File: src/rtl/deq_pkg.sv
// Shared types and constants for the double-ended queue.
`default_nettype none

package deq_pkg;

   localparam int DEPTH      = 16;
   localparam int DATA_WIDTH = 32;
   localparam int IDX_WIDTH  = $clog2(DEPTH);
   localparam int CNT_WIDTH  = $clog2(DEPTH + 1);

   typedef enum logic [2:0] {
      CMD_PUSH_FRONT = 3'd0,
      CMD_PUSH_BACK  = 3'd1,
      CMD_POP_FRONT  = 3'd2,
      CMD_POP_BACK   = 3'd3,
      CMD_PEEK_FRONT = 3'd4,
      CMD_PEEK_BACK  = 3'd5
   } cmd_type;

   typedef enum logic [1:0] {
      ST_OK    = 2'd0,
      ST_EMPTY = 2'd1,
      ST_FULL  = 2'd2
   } status_type;

   typedef struct packed {
      cmd_type               cmd;
      logic [DATA_WIDTH-1:0] data_in;
   } req_type;

   typedef struct packed {
      logic [DATA_WIDTH-1:0] data_out;
      status_type            status;
      logic                  is_empty;
      logic                  is_full;
   } rsp_type;

   typedef struct packed {
      logic load;
      logic exec;
   } ctl_type;

endpackage

`default_nettype wire

File: src/rtl/deq_ram.sv
// Generic single-write, single-read RAM with registered read data.
`default_nettype none

module deq_ram #(
   parameter int WIDTH = 32,
   parameter int DEPTH = 16
) (
   input  wire logic                     clock,
   input  wire logic                     wr_en,
   input  wire logic [$clog2(DEPTH)-1:0] wr_addr,
   input  wire logic [WIDTH-1:0]         wr_data,
   input  wire logic                     rd_en,
   input  wire logic [$clog2(DEPTH)-1:0] rd_addr,
   output logic      [WIDTH-1:0]         rd_data
);

   logic [WIDTH-1:0] mem_ff [DEPTH];

   always_ff @(posedge clock) begin
      if (wr_en) begin
         mem_ff[wr_addr] <= wr_data;
      end
      if (rd_en) begin
         rd_data <= mem_ff[rd_addr];
      end
   end

endmodule

`default_nettype wire

File: src/rtl/deq_ctrl.sv
// Controller state machine for the double-ended queue.
`default_nettype none

module deq_ctrl
   import deq_pkg::*;
(
   input  wire logic clock,
   input  wire logic reset,
   input  wire logic start,
   output logic      busy,
   output logic      rsp_valid,
   output ctl_type   ctl
);

   typedef enum logic [1:0] {
      S_IDLE,
      S_EXEC,
      S_RESP
   } state_type;

   state_type state_ff, state_in;
   logic      busy_ff;
   logic      valid_ff;

   always_comb begin
      state_in = state_ff;
      unique case (state_ff)
         S_IDLE: begin
            if (start) state_in = S_EXEC;
         end
         S_EXEC: state_in = S_RESP;
         S_RESP: state_in = S_IDLE;
         default: state_in = S_IDLE;
      endcase
   end

   always_ff @(posedge clock) begin
      if (reset) begin
         state_ff <= S_IDLE;
         busy_ff  <= 1'b0;
         valid_ff <= 1'b0;
      end else begin
         state_ff <= state_in;
         busy_ff  <= (state_in != S_IDLE);
         valid_ff <= (state_in == S_RESP);
      end
   end

   assign busy      = busy_ff;
   assign rsp_valid = valid_ff;
   assign ctl.load  = start && !busy_ff;
   assign ctl.exec  = (state_ff == S_EXEC);

`ifndef SYNTHESIS
   a_one_strobe: assert property (@(posedge clock) disable iff (reset)
      valid_ff |=> !valid_ff)
      else $error("strobe held for more than one cycle");

   a_accept_exec: assert property (@(posedge clock) disable iff (reset)
      (start && !busy_ff) |=> (state_ff == S_EXEC) && busy_ff)
      else $error("accepted item did not enter execute");
`endif

endmodule

`default_nettype wire

File: src/rtl/deq_dpath.sv
// Datapath for the double-ended queue: indices, count, entry store, result.
`default_nettype none

module deq_dpath
   import deq_pkg::*;
(
   input  wire logic    clock,
   input  wire logic    reset,
   input  wire ctl_type ctl,
   input  wire req_type req_item,
   output rsp_type      rsp_item
);

   req_type               req_ff;
   logic [IDX_WIDTH-1:0]  front_ff, front_in;
   logic [IDX_WIDTH-1:0]  back_ff, back_in;
   logic [CNT_WIDTH-1:0]  count_ff, count_in;
   status_type            status_ff, status_in;
   logic                  rd_ok_ff, rd_ok_in;

   logic                  wr_en;
   logic [IDX_WIDTH-1:0]  wr_addr;
   logic                  rd_en;
   logic [IDX_WIDTH-1:0]  rd_addr;
   logic [DATA_WIDTH-1:0] rd_data;

   logic [IDX_WIDTH-1:0]  front_inc, front_dec, back_inc, back_dec;
   logic                  empty, full;

   localparam logic [IDX_WIDTH-1:0] LAST_IDX = IDX_WIDTH'(DEPTH - 1);
   localparam logic [CNT_WIDTH-1:0] FULL_CNT = CNT_WIDTH'(DEPTH);

   assign front_inc = (front_ff == LAST_IDX) ? '0 : front_ff + 1'b1;
   assign front_dec = (front_ff == '0) ? LAST_IDX : front_ff - 1'b1;
   assign back_inc  = (back_ff == LAST_IDX) ? '0 : back_ff + 1'b1;
   assign back_dec  = (back_ff == '0) ? LAST_IDX : back_ff - 1'b1;
   assign empty     = (count_ff == '0);
   assign full      = (count_ff >= FULL_CNT);

   always_comb begin
      front_in  = front_ff;
      back_in   = back_ff;
      count_in  = count_ff;
      status_in = ST_OK;
      rd_ok_in  = 1'b0;
      wr_en     = 1'b0;
      wr_addr   = back_ff;
      rd_en     = 1'b0;
      rd_addr   = front_ff;
      if (ctl.exec) begin
         unique case (req_ff.cmd)
            CMD_PUSH_FRONT: begin
               if (full) begin
                  status_in = ST_FULL;
               end else begin
                  wr_en    = 1'b1;
                  wr_addr  = front_dec;
                  front_in = front_dec;
                  count_in = count_ff + 1'b1;
               end
            end
            CMD_PUSH_BACK: begin
               if (full) begin
                  status_in = ST_FULL;
               end else begin
                  wr_en    = 1'b1;
                  wr_addr  = back_ff;
                  back_in  = back_inc;
                  count_in = count_ff + 1'b1;
               end
            end
            CMD_POP_FRONT: begin
               if (empty) begin
                  status_in = ST_EMPTY;
               end else begin
                  rd_en    = 1'b1;
                  rd_addr  = front_ff;
                  front_in = front_inc;
                  count_in = count_ff - 1'b1;
               end
            end
            CMD_POP_BACK: begin
               if (empty) begin
                  status_in = ST_EMPTY;
               end else begin
                  rd_en    = 1'b1;
                  rd_addr  = back_dec;
                  back_in  = back_dec;
                  count_in = count_ff - 1'b1;
               end
            end
            CMD_PEEK_FRONT: begin
               if (empty) begin
                  status_in = ST_EMPTY;
               end else begin
                  rd_en   = 1'b1;
                  rd_addr = front_ff;
               end
            end
            CMD_PEEK_BACK: begin
               if (empty) begin
                  status_in = ST_EMPTY;
               end else begin
                  rd_en   = 1'b1;
                  rd_addr = back_dec;
               end
            end
            default: begin
               status_in = ST_OK;
            end
         endcase
         rd_ok_in = rd_en;
      end
   end

   always_ff @(posedge clock) begin
      if (ctl.load) begin
         req_ff <= req_item;
      end
      if (ctl.exec) begin
         status_ff <= status_in;
      end
   end

   always_ff @(posedge clock) begin
      if (reset) begin
         front_ff <= '0;
         back_ff  <= '0;
         count_ff <= '0;
         rd_ok_ff <= 1'b0;
      end else begin
         front_ff <= front_in;
         back_ff  <= back_in;
         count_ff <= count_in;
         if (ctl.exec) begin
            rd_ok_ff <= rd_ok_in;
         end
      end
   end

   deq_ram #(
      .WIDTH (DATA_WIDTH),
      .DEPTH (DEPTH)
   ) u_store (
      .clock   (clock),
      .wr_en   (wr_en),
      .wr_addr (wr_addr),
      .wr_data (req_ff.data_in),
      .rd_en   (rd_en),
      .rd_addr (rd_addr),
      .rd_data (rd_data)
   );

   assign rsp_item.data_out = rd_ok_ff ? rd_data : '0;
   assign rsp_item.status   = status_ff;
   assign rsp_item.is_empty = empty;
   assign rsp_item.is_full  = full;

`ifndef SYNTHESIS
   a_count_bound: assert property (@(posedge clock) disable iff (reset)
      count_ff <= FULL_CNT)
      else $error("entry count beyond depth");

   a_no_write_full: assert property (@(posedge clock) disable iff (reset)
      wr_en |-> (count_ff < FULL_CNT) && (count_in == count_ff + 1'b1))
      else $error("write while full or count not advanced");

   a_no_read_empty: assert property (@(posedge clock) disable iff (reset)
      rd_en |-> (count_ff != '0) && ctl.exec)
      else $error("read of empty queue");
`endif

endmodule

`default_nettype wire

File: src/rtl/double_ended_queue.sv
// Top level of the bounded double-ended queue.
//
//   channel   ports                          handshake
//   request   start, busy, req_item          accepted when start && !busy
//   response  rsp_valid, rsp_item            one-cycle strobe, no back-pressure
//
// Each item passes through accept, execute (index update and one store
// access) and respond (registered store read data). busy is high from the cycle
// after accept through the response cycle, so a new item is taken only once
// the current one has responded.
// Synchronous reset clears indices and count; the store holds no reset value.
// The receiver cannot stall; each result stands for exactly one cycle.
`default_nettype none

module double_ended_queue
   import deq_pkg::*;
(
   input  wire logic    clock,
   input  wire logic    reset,
   input  wire logic    start,
   output logic         busy,
   input  wire req_type req_item,
   output logic         rsp_valid,
   output rsp_type      rsp_item
);

   ctl_type ctl;

   deq_ctrl u_ctrl (
      .clock     (clock),
      .reset     (reset),
      .start     (start),
      .busy      (busy),
      .rsp_valid (rsp_valid),
      .ctl       (ctl)
   );

   deq_dpath u_dpath (
      .clock    (clock),
      .reset    (reset),
      .ctl      (ctl),
      .req_item (req_item),
      .rsp_item (rsp_item)
   );

endmodule

`default_nettype wire

File: config.mk
export PLATFORM = sky130hd
export DESIGN_NAME = double_ended_queue
export DESIGN_NICKNAME = d
export VERILOG_FILES = /design/src/rtl/deq_pkg.sv /design/src/rtl/deq_ram.sv /design/src/rtl/deq_ctrl.sv /design/src/rtl/deq_dpath.sv /design/src/rtl/double_ended_queue.sv
export SDC_FILE = /design/constraint.sdc
export NUM_CORES = 1
export LEC_CHECK = 0
export ABC_AREA = 1
export BUFFER_PORTS_ARGS = -buffer_cell sky130_fd_sc_hd__buf_2
export CAP_MARGIN = 10
export CORE_MARGIN = 10
export CORE_UTILIZATION = 25
export CTS_CLUSTER_DIAMETER = 120
export DETAILED_ROUTE_END_ITERATION = 10
export GPL_TIMING_DRIVEN = 0
export MAX_ROUTING_LAYER = met4
export SLEW_MARGIN = 20
export SYNTH_ARGS = -nofsm -noshare
export SYNTH_HDL_FRONTEND = slang
export SYNTH_SLANG_ARGS = --single-unit
File: constraint.sdc
create_clock -name clock -period 3.1 [get_ports clock]
set_input_delay 0.62 -clock clock [delete_from_list [all_inputs] [get_ports clock]]
set_output_delay 0.62 -clock clock [all_outputs]
set_load 0.03 [all_outputs]
; Word-level counts from Yosys, hierarchy flattened
; Memories as Yosys holds them, arrays and structs flattened. A register that Yosys moved wholly into a read port is not among the register bits.
; Cells that the tools add are included.
[word_totals]
reg_bits = 55
latchBits = 0
ramBits = 512
mem_bits_ro = 0
input_bits = 38
output_inout_bits = 38
elab_cells = 84
mem_count = 1
[op_classes]
n_addsub = 6
n_mul = 0
div_mod_pow = 0
magnitude_cmp = 1
eq_ne = 15
shifts = 0
n_mux = 33
n_bitwise = 0
n_reduce_logical = 18
[memory_table]
columns = memory, words, word_bits, rd, rd_clocked_by_memory_dff, write_ports, line_no
row1 = u_dpath.u_store.mem_ff, 16, 32, 1, 1, 1, deq_ram.sv:17  ; logic [WIDTH-1:0] mem_ff [DEPTH];
[ops]
columns = operator, n
row1 = two-way mux 4 bit, 14
row2 = two-way mux 32 bit, 1
row3 = case mux 4 bit (2 select lines), 2
row4 = "inequality test 2 bit, second input constant", 6
row5 = AND reduction 4 bit, 3
row6 = two-way mux 5 bit, 2
row7 = case mux 5 bit (2 select lines), 1
row8 = two-way mux 1 bit, 9
row9 = "adder 4 x 1 -> 4 bit, second input constant", 2
row10 = "== test 4 bit, second input constant", 2
row11 = zero test 4 bit, 2
row12 = case mux 2 bit (2 select lines), 2
row13 = nonzero test 2 bit, 4
row14 = "subtractor 4 x 1 -> 4 bit, second input constant", 2
row15 = "== test 3 x 2 -> 1 bit, second input constant", 2
row16 = "== test 3 bit, second input constant", 2
row17 = OR reduction 2 bit, 3
row18 = "adder 5 x 1 -> 5 bit, second input constant", 1
row19 = ">= comparator 5 bit, second input constant", 1
row20 = zero test 5 bit, 1
row21 = "subtractor 5 x 1 -> 5 bit, second input constant", 1
row22 = two-way mux 2 bit, 2
row23 = OR reduction 4 bit, 1
row24 = "== test 3 x 1 -> 1 bit, second input constant", 1
row25 = 6 further kinds, 6

; Longest topological paths before layout
[logic_depth]
ltp_word = 6
ltp_mapped = 14
mapped_depth_nobuf = 12

; Cells and area by module
; A second synthesis with hierarchy kept.
[hier_totals]
hier_cells = 2451
hier_area_um2 = 25799.7
[modules_own_cells]
columns = mod, n_inst, cells_each, area_per_inst_um2, seq_area_each_um2
row1 = deq_ram, 1, 2120, 23050.9, 16335.7
row2 = deq_dpath, 1, 315, 2632.5, 1391.3
row3 = deq_ctrl, 1, 16, 116.4, 60.1

; Worst setup path before layout
; Ideal clock, no wire load.
[synth_timing]
path_type = reg-to-reg
startpoint = register u_ctrl.rsp_valid (netlist name)
endpoint = memory u_dpath.u_store.mem_ff[0][0] (enable)
setup_time_ps = 421
arrival_time_ps = 2900
required_time_ps = 2679
slack_ps = -221
stages_incl_launch_ff = 8
n_path_buf = 0
period_less_slack_ps = 3321
cell_sequence = dfxtp_1 nor2_2 nand2_1 nor2_1 nand3_1 o21ai_0 nand3_1 nor2_1
[synth_lines]
columns = item, line_no
row1 = to (decl), deq_ram.sv:17

; Worst setup path after layout
[layout_timing]
startpoint = register u_dpath.count_ff[1]
endpoint = register u_dpath.u_store.rd_data[21], read port of u_dpath.u_store.mem_ff, data pin
[layout_between]
elab_chain_cells = 4
elab_cells_between_ends = 7
classes_between = mux (6) / reduce/logical (1)
[layout_lines]
columns = item, line_no
row1 = from (decl), deq_dpath.sv:17  ; logic [CNT_WIDTH-1:0] count_ff, count_in;
row2 = from (signal assigned), deq_dpath.sv:134  ; count_ff <= count_in;
row3 = zero test 5 bit *, deq_dpath.sv:37  ; assign empty = (count_ff == '0);
row4 = two-way mux 4 bit / two-way mux 1 bit (equally long branches) (2 in a row), -
row5 = two-way mux 4 bit / two-way mux 1 bit (equally long branches), deq_dpath.sv:50  ; if (ctl.exec) begin
row6 = to (decl), deq_ram.sv:14  ; output logic [WIDTH-1:0] rd_data
; Every way passes the cells marked *; elsewhere a longest branch is shown, timed or not.
; A chain may end at the register's enable or synchronous reset.

==> run_results.csv <==
group,metric,value,unit
placement,place_congestion,0.864,
placement,dp_hpwl,54.1,mm
pwr,power.leakage,13.1,nW
placement,port_buffers,75,
floorplan,ioPinCount,76,
synthesis,syn_area,25900,um^2
final_layout,drive_above_1_share,12.2,%
cts,cts_max_level,2,
synthesis,synth_fa_ha_area_share,0.415,%
floorplan,die_area,117000,um^2
worst_hold_path,hold-path-endpoint,"u_dpath.req_ff[34]",
synthesis,async_flop_share,0,%
synthesis,synth_area_leaders,"edfxtp_1 (67%), nand3_1 (10%), inv_1 (8.4%)",
synthesis,ys_seq_elements,598,
synthesis,synthesis.nets,2525,
routing,via_per_inst,4.33,
routing,routed_wl,78.2,mm
grt,grt_pass1_vias,16300,
sta,rsz0062_at_grt,"yes",
critical_path,cp_max_fo,10,
cts,clock_sinks,598,
critical_path,ff2ff_setup_slack,0.02,ns
sta,layout_min_cycle_time,3.08,ns
pwr,comb_power_share,5.3,%
worst_hold_path,hold_path.class,"input pin to flip-flop",
grt,grt_antenna_before_repair,2,
sta,fmax,325,MHz
critical_path,crit_required,3.53,ns
critical_path,reg2reg_from,"u_dpath.count_ff[1]",
synthesis,ys_types,35,
sta,hold_slack,0.158,ns
cts,cts_buffer_depth,3,
synthesis,ys.warnings.count,0,
pwr,p_clk_share,39.5,%
synthesis,synthSimpleGateAreaFrac,18.9,%
synthesis,synth-edff-count,581,
grt,track_usage,13.3,%
sta,setup-violations-final,0,
grt,grt_pass1_wl,112,mm
synthesis,yosysTopAreaCell,"edfxtp_1",
pwr,power.switching,3.78,mW
pwr,power_switching_share,22.9,%
critical_path,crit_chain,"nor2_1, nand3_2, nand2_2, nor2_8, o21ai_0, buf_2, clkbuf_4, nand3_1, nand3_1, nand3_1, nand2_1",
critical_path,cpMostUsedCell,"nand3_1",
routing,first_pass_iters,6,
critical_path,critPathBufInv,2,
cts,cts_root_buffer,"clkbuf_16",
flow_run,maxCapViolations,0,
critical_path,path_class,"flip-flop to flip-flop",
routing,drtIter0Drc,2036,
final_layout,antennaDiodeCount,0,
grt,grt_overflow_total,0,
sta,clock_skew,0.0300,ns
sta,tns,0,ns
synthesis,synth_flop_cell,"edfxtp_1",
synthesis,synth-seq-area-share,68.7,%
critical_path,cp-start-kind,"flip-flop",
synthesis,yosysTopAreaCellShare,67.3,%
synthesis,syn_area_per_cell,10.5,um^2
routing,ant_nets,0,
routing,vias,17700,
critical_path,reg2reg_to,"u_dpath.u_store.rd_data[21]",
pwr,p_per_area,536,nW/um^2
sta,period_share,99.3,%
cts,cts_made_buffers,56,
critical_path,crit_path_end_kind,"flip-flop",
cts,clkTransAtPathRegs,0.06,ns
synthesis,synthXorXnorAreaFrac,0.237,%
floorplan,chipWidth,342,um
critical_path,reg2reg_depth,11,
critical_path,cpPeakStageDelay,0.40,ns
routing,wl_per_cell,19.2,um
cts,insertion_delay,0.64,ns
floorplan,initial_core_util,25.1,%
synthesis,synth_compound_area_share,1.20,%
floorplan,die_h,342,um
status,outcome,"completed",
pwr,internal_power,12.7,mW
synthesis,netlist_instances,2479,
critical_path,crit_family,"simple AND/OR/NAND/NOR gates",
final_layout,nFillCells,10400,
sta,tightest_slew,1.02,ns
critical_path,worst_path_max_delay_cell,"o21ai_0",
sta,final_max_slew_viol_count,0,
worst_hold_path,worstHoldPathCells,1,
pwr,seq_power_share,55.2,%
sta,slew_headroom,32.3,%
cts,cts_tree,"yes",
grt,grt_max_degree,25,
final_layout,fin_nets,2708,
placement,place_ws,-0.165,ns
synthesis,muxShareOfSynthArea,0,%
synthesis,synth_commonest_cells,"edfxtp_1 (581), inv_1 (581), nand2_1 (546)",
pwr,vdd_drop_max,0.428,mV
synthesis,synth_top_family_by_area,"simple AND/OR/NAND/NOR gates",
sta,layout_setup_ws,0.0229,ns
final_layout,syn_to_final_growth,18.9,%
critical_path,cp.arrival,3.51,ns
floorplan,row_count,118,
final_layout,fin_util,29.9,%
sta,hold_violations,0,
worst_hold_path,min_from,"req_item[34]",
routing,drc_errors,0,
floorplan,core,103000,um^2
[power by group through the flow]
stage | combinational (mW) | sequential (mW) | clock, mW
6_report | 0.879 | 9.12 | 6.53
5_1_grt | 0.943 | 9.12 | 6.92
4_1_cts | 0.868 | 9.11 | 6.62
3_5_place_dp | 0.863 | 9.29 | 0
3_3_place_gp | 0.836 | 9.29 | 0
2_1_floorplan | 0.475 | 9.21 | 0
[cell type report]
class                      instances  area (um^2)  share of cell area, %
buffer                           116          596                   1.93
clock buffer                      76         1500                   4.86
clock inverter                    23          188                  0.609
inverter                         584         2190                   7.11
multi-input combinational       1181         5520                   17.9
sequential                       598        17800                   57.7
tap                             1380         1730                   5.60
timing repair buffer             125         1310                   4.26
[layout by cell type (no fill, tap or decap), drive strengths merged, types with 2 or more instances in the layout]
master	netlist	routed
nand3	523	523
nand2	550	550
clkinv	0	18
inv	584	587
bufinv	0	2
a21oi	18	18
ha	7	7
xor2	6	6
buf	96	213
edfxtp	581	581
nor3	6	6
dfxtp	17	17
clkbuf	20	103
a211oi	4	4
o21ai	27	27
nor2	30	30
or2	2	2
[kinds of logic after synthesis]
group / count (synthesis)
and+or+nand+nor: 1112
buffers and inverters: 700
DFF: 598
AOI/OAI and AO/OA: 54
adders and majority gates: 8
xor gates and xnor gates: 7
[routing by layer]
layer / GRT usage [%] / share of wire, % / wire length [um] / vias up
met5: - / 0 / 0 / -
met1: 16.8 / 41 / 31900 / 8332
met2: 21.0 / 47 / 36500 / 811
met3: 2.13 / 8.1 / 6310 / 169
li1: - / - / - / 8363
met4: 5.94 / 4.5 / 3490 / 0
[flip-flops by register name, summed over array words and instances (netlist names), 2 cells and up]
| signal | count |
|---|---|
| u_dpath.back_ff | 4 |
| u_dpath.count_ff | 5 |
| u_dpath.front_ff | 4 |
| u_dpath.req_ff | 35 |
| u_dpath.status_ff | 2 |
| u_dpath.u_store.mem_ff | 512 |
| u_dpath.u_store.rd_data | 32 |
[worst max-delay path by stage]
| stage | from | depth (start not counted) | end | slack (ns) |
|---|---|---|---|---|
| after floorplan | u_ctrl.rsp_valid | 7 | u_dpath.u_store.mem_ff[0][0] | -0.22 |
| after global placement | u_ctrl.state_ff[0] | 8 | u_dpath.u_store.mem_ff[13][10] | -2.20 |
| after detailed placement | u_dpath.count_ff[1] | 11 | u_dpath.u_store.rd_data[10] | -0.16 |
| after CTS | u_dpath.count_ff[1] | 11 | u_dpath.u_store.rd_data[19] | 0.003 |
| after global routing | u_ctrl.state_ff[0] | 12 | u_dpath.u_store.mem_ff[11][23] | -0.03 |
| final | u_dpath.count_ff[1] | 11 | u_dpath.u_store.rd_data[21] | 0.02 |
[timing repair]
action	CTS	global route
buffers inserted	12	13
setup endpoints to repair	192	260
pin swaps	10	6
gates resized for setup	7	19
hold buffers	0	0
[metrics by stage]
stage	instances	cell area, um^2	power, mW
2_1_floorplan	2479	25900	9.68
3_3_place_gp	3934	28000	10.1
3_5_place_dp	3959	28800	10.2
4_1_cts	4070	30600	16.6
5_1_grt	4083	30800	17.0
6_report	4083	30800	16.5
Power figures use the tool's default switching activity.
